===== config.mk =====
export PLATFORM = sky130hd
export DESIGN_NAME = learning_remote_code_matcher
export DESIGN_NICKNAME = d
export VERILOG_FILES = /design/src/hw/rtl/lrcm_pkg.sv /design/src/hw/rtl/learning_remote_code_matcher.sv /design/src/hw/rtl/lrcm_match.sv
export VERILOG_INCLUDE_DIRS = /design/src /design/src/hw/rtl
export SDC_FILE = /design/constraint.sdc
export NUM_CORES = 1
export LEC_CHECK = 0
export BUFFER_PORTS_ARGS = -buffer_cell sky130_fd_sc_hd__buf_2
export CAP_MARGIN = 20
export CELL_PAD_IN_SITES_DETAIL_PLACEMENT = 1
export CELL_PAD_IN_SITES_GLOBAL_PLACEMENT = 2
export CORE_ASPECT_RATIO = 0.75
export CORE_UTILIZATION = 40
export CTS_CLUSTER_SIZE = 25
export DETAILED_ROUTE_END_ITERATION = 6
export PLACE_DENSITY_LB_ADDON = 0.3
export SLEW_MARGIN = 20
export SYNTH_ARGS = -nofsm -noshare
export SYNTH_HDL_FRONTEND = slang
export SYNTH_SLANG_ARGS = --single-unit

===== constraint.sdc =====
create_clock -name clock -period 9.8 [get_ports clock]
set_input_delay 0 -clock clock [delete_from_list [all_inputs] [get_ports clock]]
set_output_delay 0 -clock clock [all_outputs]
set_load 0.05 [all_outputs]

===== src/hw/rtl/assert_macros.svh =====
// Assertion macros shared by the RTL of the remote code matcher.
// Self-contained; every macro expands to one labeled concurrent assertion.
`ifndef ASSERT_MACROS_SVH
`define ASSERT_MACROS_SVH

// The property must hold at every rising clock edge while reset is low.
`define ASSERT_AT(label, clk, rst, prop, msg) \
   label: assert property (@(posedge clk) disable iff (rst) (prop)) else $error(msg);

// When the antecedent holds, the consequent must hold at the next clock edge.
`define ASSERT_NEXT(label, clk, rst, ante, cons, msg) \
   label: assert property (@(posedge clk) disable iff (rst) (ante) |=> (cons)) \
      else $error(msg);

`endif


===== src/hw/rtl/lrcm_pkg.sv =====
// Shared types and constants of the learning remote code matcher.
// No dependencies; imported by the match logic and the top level.
package lrcm_pkg;

   localparam int CODE_W    = 24;
   localparam int BITS_W    = 6;
   localparam int REPS_W    = 8;
   localparam int TIME_W    = 32;
   localparam int HOLD_W    = 8;
   localparam int STATUS_W  = 3;
   localparam int INDEX_W   = 2;
   localparam int CSR_IDX_W = 2;
   localparam int CSR_DATA_W = 8;

   localparam logic [HOLD_W-1:0] HOLD_OFF_RESET = 8'd5;
   localparam logic [BITS_W-1:0] BIT_COUNT_RESET = 6'd24;
   localparam logic [REPS_W-1:0] REPEATS_RESET = 8'd3;

   typedef enum logic [CSR_IDX_W-1:0] {
      CSR_HOLD_OFF  = 2'd0,
      CSR_BIT_COUNT = 2'd1,
      CSR_REPEATS   = 2'd2
   } csr_index_type;

   typedef enum logic [STATUS_W-1:0] {
      ST_NOTIFY     = 3'd0,
      ST_SUPPRESSED = 3'd1,
      ST_LEARNED    = 3'd2,
      ST_UNKNOWN    = 3'd3,
      ST_FULL       = 3'd4
   } status_type;

   // Outcome of comparing one frame code against the table.
   typedef struct packed {
      logic hit;    // a valid entry holds the code
      logic fire;   // the hit entry is past its hold-off
   } match_type;

endpackage


===== src/hw/rtl/learning_remote_code_matcher.sv =====
// Learning remote code matcher: one input register stage, the table compare
// and an output register. Uses lrcm_pkg, lrcm_match and assert_macros.svh.
//
// Each transaction on the request side carries one decoded radio frame. A
// frame whose bit count or repeat count differs from the programmed values
// is dropped and yields no response. An accepted frame is compared with
// every learned entry at once; a hit reports notify and restamps the entry
// when its last fire time plus the hold-off lies strictly before the frame's
// time, and suppressed otherwise. An unknown code is learned into the next
// free entry (last fire time zero) while the learn button is held and there
// is room; otherwise it reports unknown or table full. Each frame passes
// through the input register and then the output register, and a new
// frame is taken every cycle as long as the response side keeps up; the
// combinational table compare and its registered update set that rate.
// The table is emptied at reset by clearing the entry count, so there is no
// clearing pass. Configuration writes belong in idle periods.
`include "assert_macros.svh"

module learning_remote_code_matcher import lrcm_pkg::*; #(
   parameter int TABLE_ENTRIES = 4
) (
   input  logic                  clock,
   input  logic                  reset,
   // Request side.
   input  logic                  req_tvalid,
   output logic                  req_tready,
   // frame_code[23:0], frame_bits[29:24], frame_repeats[37:30],
   // now_seconds[69:38], zero fill [71:70]
   input  logic [71:0]           req_tdata,
   // learn_pressed[0]
   input  logic                  req_tuser,
   // Response side.
   output logic                  rsp_tvalid,
   input  logic                  rsp_tready,
   // entry_index[1:0], zero fill [7:2]
   output logic [7:0]            rsp_tdata,
   // status[2:0]
   output logic [STATUS_W-1:0]   rsp_tuser,
   // Configuration write port.
   input  logic                  csr_we,
   input  logic [CSR_IDX_W-1:0]  csr_index,
   input  logic [CSR_DATA_W-1:0] csr_wdata
);

   localparam int IDX_W = (TABLE_ENTRIES > 1) ? $clog2(TABLE_ENTRIES) : 1;
   localparam int CNT_W = $clog2(TABLE_ENTRIES + 1);
   localparam logic [CNT_W-1:0] CNT_FULL = CNT_W'(TABLE_ENTRIES);

   // Configuration registers.
   logic [HOLD_W-1:0] hold_off_ff,  hold_off_in;
   logic [BITS_W-1:0] bit_count_ff, bit_count_in;
   logic [REPS_W-1:0] repeats_ff,   repeats_in;

   // Input register stage.
   logic              in_valid_ff, in_valid_in;
   logic [CODE_W-1:0] code_ff;
   logic [BITS_W-1:0] bits_ff;
   logic [REPS_W-1:0] reps_ff;
   logic              learn_ff;
   logic [TIME_W-1:0] now_ff;

   // Code table. Entries at or above the count are never looked at.
   logic [CODE_W-1:0] code_table_ff [TABLE_ENTRIES];
   logic [TIME_W-1:0] last_time_ff  [TABLE_ENTRIES];
   logic [CNT_W-1:0]  count_ff, count_in;

   // Output register.
   logic              rsp_valid_ff, rsp_valid_in;
   status_type        status_ff,    status_in;
   logic [INDEX_W-1:0] index_ff,    index_in;

   match_type         match;
   logic [IDX_W-1:0]  hit_index;
   logic              frame_ok;
   logic              advance;
   logic              do_fire;
   logic              do_learn;
   logic [IDX_W-1:0]  learn_index;

   lrcm_match #(
      .TABLE_ENTRIES(TABLE_ENTRIES),
      .IDX_W(IDX_W),
      .CNT_W(CNT_W)
   ) u_match (
      .code(code_ff),
      .now(now_ff),
      .hold_off(hold_off_ff),
      .count(count_ff),
      .code_table(code_table_ff),
      .last_time(last_time_ff),
      .result(match),
      .hit_index(hit_index)
   );

   // A dropped frame needs no room in the output register, so it always
   // leaves the input stage.
   assign frame_ok    = (bits_ff == bit_count_ff) && (reps_ff == repeats_ff);
   assign advance     = in_valid_ff && (!frame_ok || !rsp_valid_ff || rsp_tready);
   assign req_tready  = !in_valid_ff || advance;
   assign learn_index = count_ff[IDX_W-1:0];
   assign do_fire     = advance && frame_ok && match.hit && match.fire;
   assign do_learn    = advance && frame_ok && !match.hit && learn_ff &&
                        (count_ff < CNT_FULL);

   always_comb begin
      hold_off_in  = hold_off_ff;
      bit_count_in = bit_count_ff;
      repeats_in   = repeats_ff;
      if (csr_we) begin
         case (csr_index)
            CSR_HOLD_OFF:  hold_off_in  = csr_wdata[HOLD_W-1:0];
            CSR_BIT_COUNT: bit_count_in = csr_wdata[BITS_W-1:0];
            CSR_REPEATS:   repeats_in   = csr_wdata[REPS_W-1:0];
            default: ;
         endcase
      end
   end

   always_comb begin
      in_valid_in = in_valid_ff;
      if (req_tready) begin
         in_valid_in = req_tvalid;
      end else if (advance) begin
         in_valid_in = 1'b0;
      end
   end

   always_comb begin
      count_in     = count_ff;
      rsp_valid_in = rsp_valid_ff;
      status_in    = status_ff;
      index_in     = index_ff;
      if (rsp_tready) begin
         rsp_valid_in = 1'b0;
      end
      if (advance && frame_ok) begin
         rsp_valid_in = 1'b1;
         index_in     = '0;
         if (match.hit) begin
            status_in = match.fire ? ST_NOTIFY : ST_SUPPRESSED;
            index_in  = INDEX_W'(hit_index);
         end else if (!learn_ff) begin
            status_in = ST_UNKNOWN;
         end else if (count_ff >= CNT_FULL) begin
            status_in = ST_FULL;
         end else begin
            status_in = ST_LEARNED;
            index_in  = INDEX_W'(learn_index);
            count_in  = count_ff + 1'b1;
         end
      end
   end

   always_ff @(posedge clock) begin
      if (reset) begin
         hold_off_ff  <= HOLD_OFF_RESET;
         bit_count_ff <= BIT_COUNT_RESET;
         repeats_ff   <= REPEATS_RESET;
         in_valid_ff  <= 1'b0;
         count_ff     <= '0;
         rsp_valid_ff <= 1'b0;
      end else begin
         hold_off_ff  <= hold_off_in;
         bit_count_ff <= bit_count_in;
         repeats_ff   <= repeats_in;
         in_valid_ff  <= in_valid_in;
         count_ff     <= count_in;
         rsp_valid_ff <= rsp_valid_in;
      end
   end

   // Payload registers carry no reset.
   always_ff @(posedge clock) begin
      if (req_tready && req_tvalid) begin
         code_ff  <= req_tdata[23:0];
         bits_ff  <= req_tdata[29:24];
         reps_ff  <= req_tdata[37:30];
         now_ff   <= req_tdata[69:38];
         learn_ff <= req_tuser;
      end
      if (advance && frame_ok) begin
         status_ff <= status_in;
         index_ff  <= index_in;
      end
      if (do_fire) begin
         last_time_ff[hit_index] <= now_ff;
      end
      if (do_learn) begin
         code_table_ff[learn_index] <= code_ff;
         last_time_ff[learn_index]  <= '0;
      end
   end

   assign rsp_tvalid = rsp_valid_ff;
   assign rsp_tuser  = status_ff;
   assign rsp_tdata  = {{(8 - INDEX_W){1'b0}}, index_ff};

   // The learned count never runs past the table size.
   `ASSERT_AT(a_count_bound, clock, reset, count_ff <= CNT_FULL, "entry count exceeds table size")
   // A learned entry adds exactly one to the count.
   `ASSERT_NEXT(a_learn_count, clock, reset, do_learn, count_ff == $past(count_ff) + 1'b1, "learn did not bump count")
   // Table full is only reported once every entry is taken.
   `ASSERT_AT(a_full_count, clock, reset, !(rsp_valid_ff && status_ff == ST_FULL) || count_ff == CNT_FULL, "full reported with room left")
   // Unknown and full responses carry entry index zero.
   `ASSERT_AT(a_miss_index, clock, reset, !(rsp_valid_ff && (status_ff == ST_UNKNOWN || status_ff == ST_FULL)) || index_ff == '0, "miss response has nonzero index")

endmodule


===== src/hw/rtl/lrcm_match.sv =====
// Table compare of the learning remote code matcher: one comparator and one
// hold-off check per entry, then a first-match priority pick. Uses lrcm_pkg.
module lrcm_match import lrcm_pkg::*; #(
   parameter int TABLE_ENTRIES = 4,
   parameter int IDX_W = (TABLE_ENTRIES > 1) ? $clog2(TABLE_ENTRIES) : 1,
   parameter int CNT_W = $clog2(TABLE_ENTRIES + 1)
) (
   input  logic [CODE_W-1:0] code,
   input  logic [TIME_W-1:0] now,
   input  logic [HOLD_W-1:0] hold_off,
   input  logic [CNT_W-1:0]  count,
   input  logic [CODE_W-1:0] code_table [TABLE_ENTRIES],
   input  logic [TIME_W-1:0] last_time  [TABLE_ENTRIES],
   output match_type         result,
   output logic [IDX_W-1:0]  hit_index
);

   logic [TABLE_ENTRIES-1:0] hit_vec;
   logic [TABLE_ENTRIES-1:0] due_vec;

   for (genvar k = 0; k < TABLE_ENTRIES; k++) begin : g_entry
      logic [TIME_W:0] due;
      assign due        = {1'b0, last_time[k]} + {{(TIME_W + 1 - HOLD_W){1'b0}}, hold_off};
      assign hit_vec[k] = (CNT_W'(k) < count) && (code_table[k] == code);
      assign due_vec[k] = due < {1'b0, now};
   end

   // Codes are never stored twice, but the lowest entry still wins.
   always_comb begin
      result    = '0;
      hit_index = '0;
      for (int k = TABLE_ENTRIES - 1; k >= 0; k--) begin
         if (hit_vec[k]) begin
            result.hit  = 1'b1;
            result.fire = due_vec[k];
            hit_index   = IDX_W'(k);
         end
      end
   end

endmodule


==> qor.yml <==
logic_synthesis:
  ys_seq_elements: 327
  synthDominantCellAreaShare_pct: 27.7
  synth_top_area_cell: "edfxtp_1"
  syn_area_sq_mm: 0.0187
  synth_compound_area_share_pct: 8.53
  synthMuxAreaShare_pct: 7.56
  ys_types: 73
  syn_avg_cell_area_sq_um: 10.4
  yosysWarnings: 0
  synth_seq_area_share_pct: 44.3
  yosys.area_share.simple_pct: 14.6
  synthTopCellsByCount: "edfxtp_1 (172), nor2_1 (161), ha_1 (160), nand2_1 (160), dfxtp_1 (155)"
  synth_fa_ha_area_share_pct: 11.1
  synthFlopType: "edfxtp_1"
  synthXorXnorAreaFrac_pct: 10.8
  synth_edf_count: 172
  synth_top_family_by_area: "simple AND/OR/NAND/NOR gates"
  syn_inst: 1802
  synth_area_leaders: "edfxtp_1 (28%), dfxtp_1 (17%), ha_1 (11%)"
  async_flop_share_pct: 0
  synth_most_common_cell: "edfxtp_1"
global_route:
  grt_max_degree: 72
  antenna_found_initial: 0
  grt_pass1_vias: 14900
  gr-total-overflow: 0
  grtUsageTotal_pct: 23.8
  grt_pass1_wl_um: 86700
timing:
  whs_ns: 0.157
  fin_skew_ns: 0.0281
  slew_viol_final: 0
  hold_violations: 0
  final.setup.worst_slack_ns: 3.55
  grt_setup_unrepaired: "no"
  setup_viol: 0
  max_slew.worst_pin.slew_ns: 1.03
  min_period_ns: 6.25
  fin_crit_sh_pct: 63.8
  max_slew_margin_pct: 31.4
  fmax_mhz: 160
  fin_setup_tns_ns: 0
critical_path:
  worst-setup-path-type: "register to register"
  path_buf_inv: 1
  slowest_stage: "nor3_4"
  cp-end-kind: "register"
  r2r_slack_ns: 3.55
  path_cells: "ha_1 -> a21o_1 -> a21oi_1 -> o21bai_1 -> a31oi_1 -> o21ai_0 -> a21oi_1 -> nor3_1 -> xor2_1 -> ha_1 -> a21o_1 -> a21o_1 -> a21oi_1 -> o32ai_1 -> nor4_2 -> a41oi_2 -> nor3_4 -> buf_4 -> mux2i_1"
  crit_path_max_fanout: 20
  cp.arrival_ns: 6.71
  slowest_delay_ns: 0.90
  required_ns: 10.26
  cp-start-kind: "register"
  crit_family: "compound AO/OA/AOI/OAI gates"
routing:
  drc: 0
  wire_per_inst_um: 21.2
  drt-total-wl_um: 56100
  first_iter_violations: 871
  firstDrtPassIters: 5
  viasPerCell: 5.38
  vias: 14300
  antenna_left: 0
placed_design:
  place.gp.congestion: 0.842
  io_buffers: 92
  dpl_worst_slack_ns: 3.56
  dp_hpwl_um: 40500
die:
  die-height_um: 189
  start_util_pct: 40.6
  dieArea_sq_mm: 0.0476
  die_w_um: 252
  io_pins: 101
  core.rowCount: 68
  core_area_sq_mm: 0.0460
power_and_ir_drop:
  p_leak_nw: 9.36
  power_density_mw_per_mm2: 143
  vdd_drop_max_mv: 0.0986
  total_power_mw: 3.14
clocking:
  cts_buffer_depth: 3
  cts_tree: "yes"
  cts-root-buf: "clkbuf_16"
  cts.sink_count: 327
  htreeDepth: 2
  insertion_delay_ns: 0.54
  path_clk_slew_ns: 0.06
  cts_buffers: 39
  cts_setup_buffers: 0
layout:
  drive_gt1_share_pct: 8.96
  area_delta_synth_final_pct: 17.3
  finalNetCount: 2241
job:
  maxCapViolCount: 0
run_status:
  status: "finished clean"
worst_hold_path:
  hold_path.class: "input port to register"
[where the power goes]
group / switching, mW / internal (mW) / leakage, nW / total (mW)
Combinational: 0.125 / 0.103 / 5.93 / 0.229
Clock: 0.589 / 0.788 / 0.580 / 1.38
Sequential: 0.0586 / 1.48 / 2.85 / 1.53
Total: 0.773 / 2.37 / 9.36 / 3.14
[per-stage QoR]
step / area [sq um] / instances / utilization, %
6_report: 21900 / 2650 / 47.6
3_5_place_dp: 19800 / 2484 / 42.9
4_1_cts: 21900 / 2648 / 47.5
5_1_grt: 21900 / 2649 / 47.6
2_1_floorplan: 18700 / 1807 / -
3_3_place_gp: 19800 / 2484 / 42.9
[sequential cells by signal, summed over array words and instances (netlist names)]
| name | count |
|---|---|
| in_valid_ff | 1 |
| bit_count_ff | 6 |
| code_table_ff | 96 |
| last_time_ff | 128 |
| learn_ff | 1 |
| code_ff | 24 |
| reps_ff | 8 |
| now_ff | 32 |
| hold_off_ff | 8 |
| count_ff | 3 |
| index_ff | 2 |
| bits_ff | 6 |
| repeats_ff | 8 |
| rsp_tuser | 3 |
| rsp_tvalid | 1 |
[final timing paths]
kind	from	to	cells past startpoint
worst max-delay path	hold_off_ff[1]$_SDFFE_PP0P_	last_time_ff[17]$_DFF_P_	19
worst min-delay path	csr_we	bit_count_ff[3]$_SDFFE_PP1P_	3
worst max register to register	hold_off_ff[1]$_SDFFE_PP0P_	last_time_ff[17]$_DFF_P_	19
worst min register to register	last_time_ff[31]$_DFF_P_	last_time_ff[31]$_DFF_P_	2
[kinds of logic (layout without fill, tap and decap cells)]
| family | after synthesis | in the layout |
|---|---|---|
| adders and majority gates | 164 | 164 |
| DFF | 327 | 327 |
| xor gates and xnor gates | 231 | 231 |
| muxes | 141 | 141 |
| buffers and inverters | 121 | 333 |
| AOI/OAI and AO/OA | 259 | 259 |
| other | 1 | 7 |
| and+or+nand+nor | 558 | 558 |
[routing by layer]
layer | up-vias | track usage (%) | wire length [um]
li1 | 6846 | - | -
met1 | 7071 | 35.1 | 28100
met2 | 280 | 36.8 | 24400
met3 | 71 | 3.37 | 2620
met4 | 0 | 4.97 | 975
met5 | - | 0 | 0
[cell usage in the layout, fill, tap and decap left out, types with 62 or more instances in the layout]
cell type and n:
mux2i_1 141, buf_2 92, nand2_1 160, xor2_1 87
nor2_1 161, a21oi_1 68, dfxtp_1 155, xnor2_1 144
o21ai_0 95, dlygate4sd3_1 93, inv_1 62, ha_1 160
edfxtp_1 172
[worst register-to-register path, stage by stage, from the launching register on]
cell and delay [ns]:
dfxtp_1 0.60, ha_1 0.31, a21o_1 0.16, a21oi_1 0.24, o21bai_1 0.12, a31oi_1 0.22
o21ai_0 0.15, a21oi_1 0.75, nor3_1 0.14, xor2_1 0.19, ha_1 0.20, a21o_1 0.17
a21o_1 0.17, a21oi_1 0.33, o32ai_1 0.26, nor4_2 0.33, a41oi_2 0.13, nor3_4 0.90
buf_4 0.53, mux2i_1 0.25
[area by class of cell]
cell class | count | area, sq um
fillers | 5109 | 24100
multi-input cells | 1359 | 9910
flip-flops and latches | 327 | 8270
repair buffers | 199 | 1520
clock buffers | 55 | 1060
well taps | 630 | 788
inverters | 63 | 236
clock inverters | 16 | 134
diodes | 1 | 2.50
[what timing repair did]
action | CTS | global route
hold endpoints to repair | 98 | 0
resized for setup | 0 | 0
hold buffers | 93 | 0
Note: power is estimated with default switching activity, not from simulation.
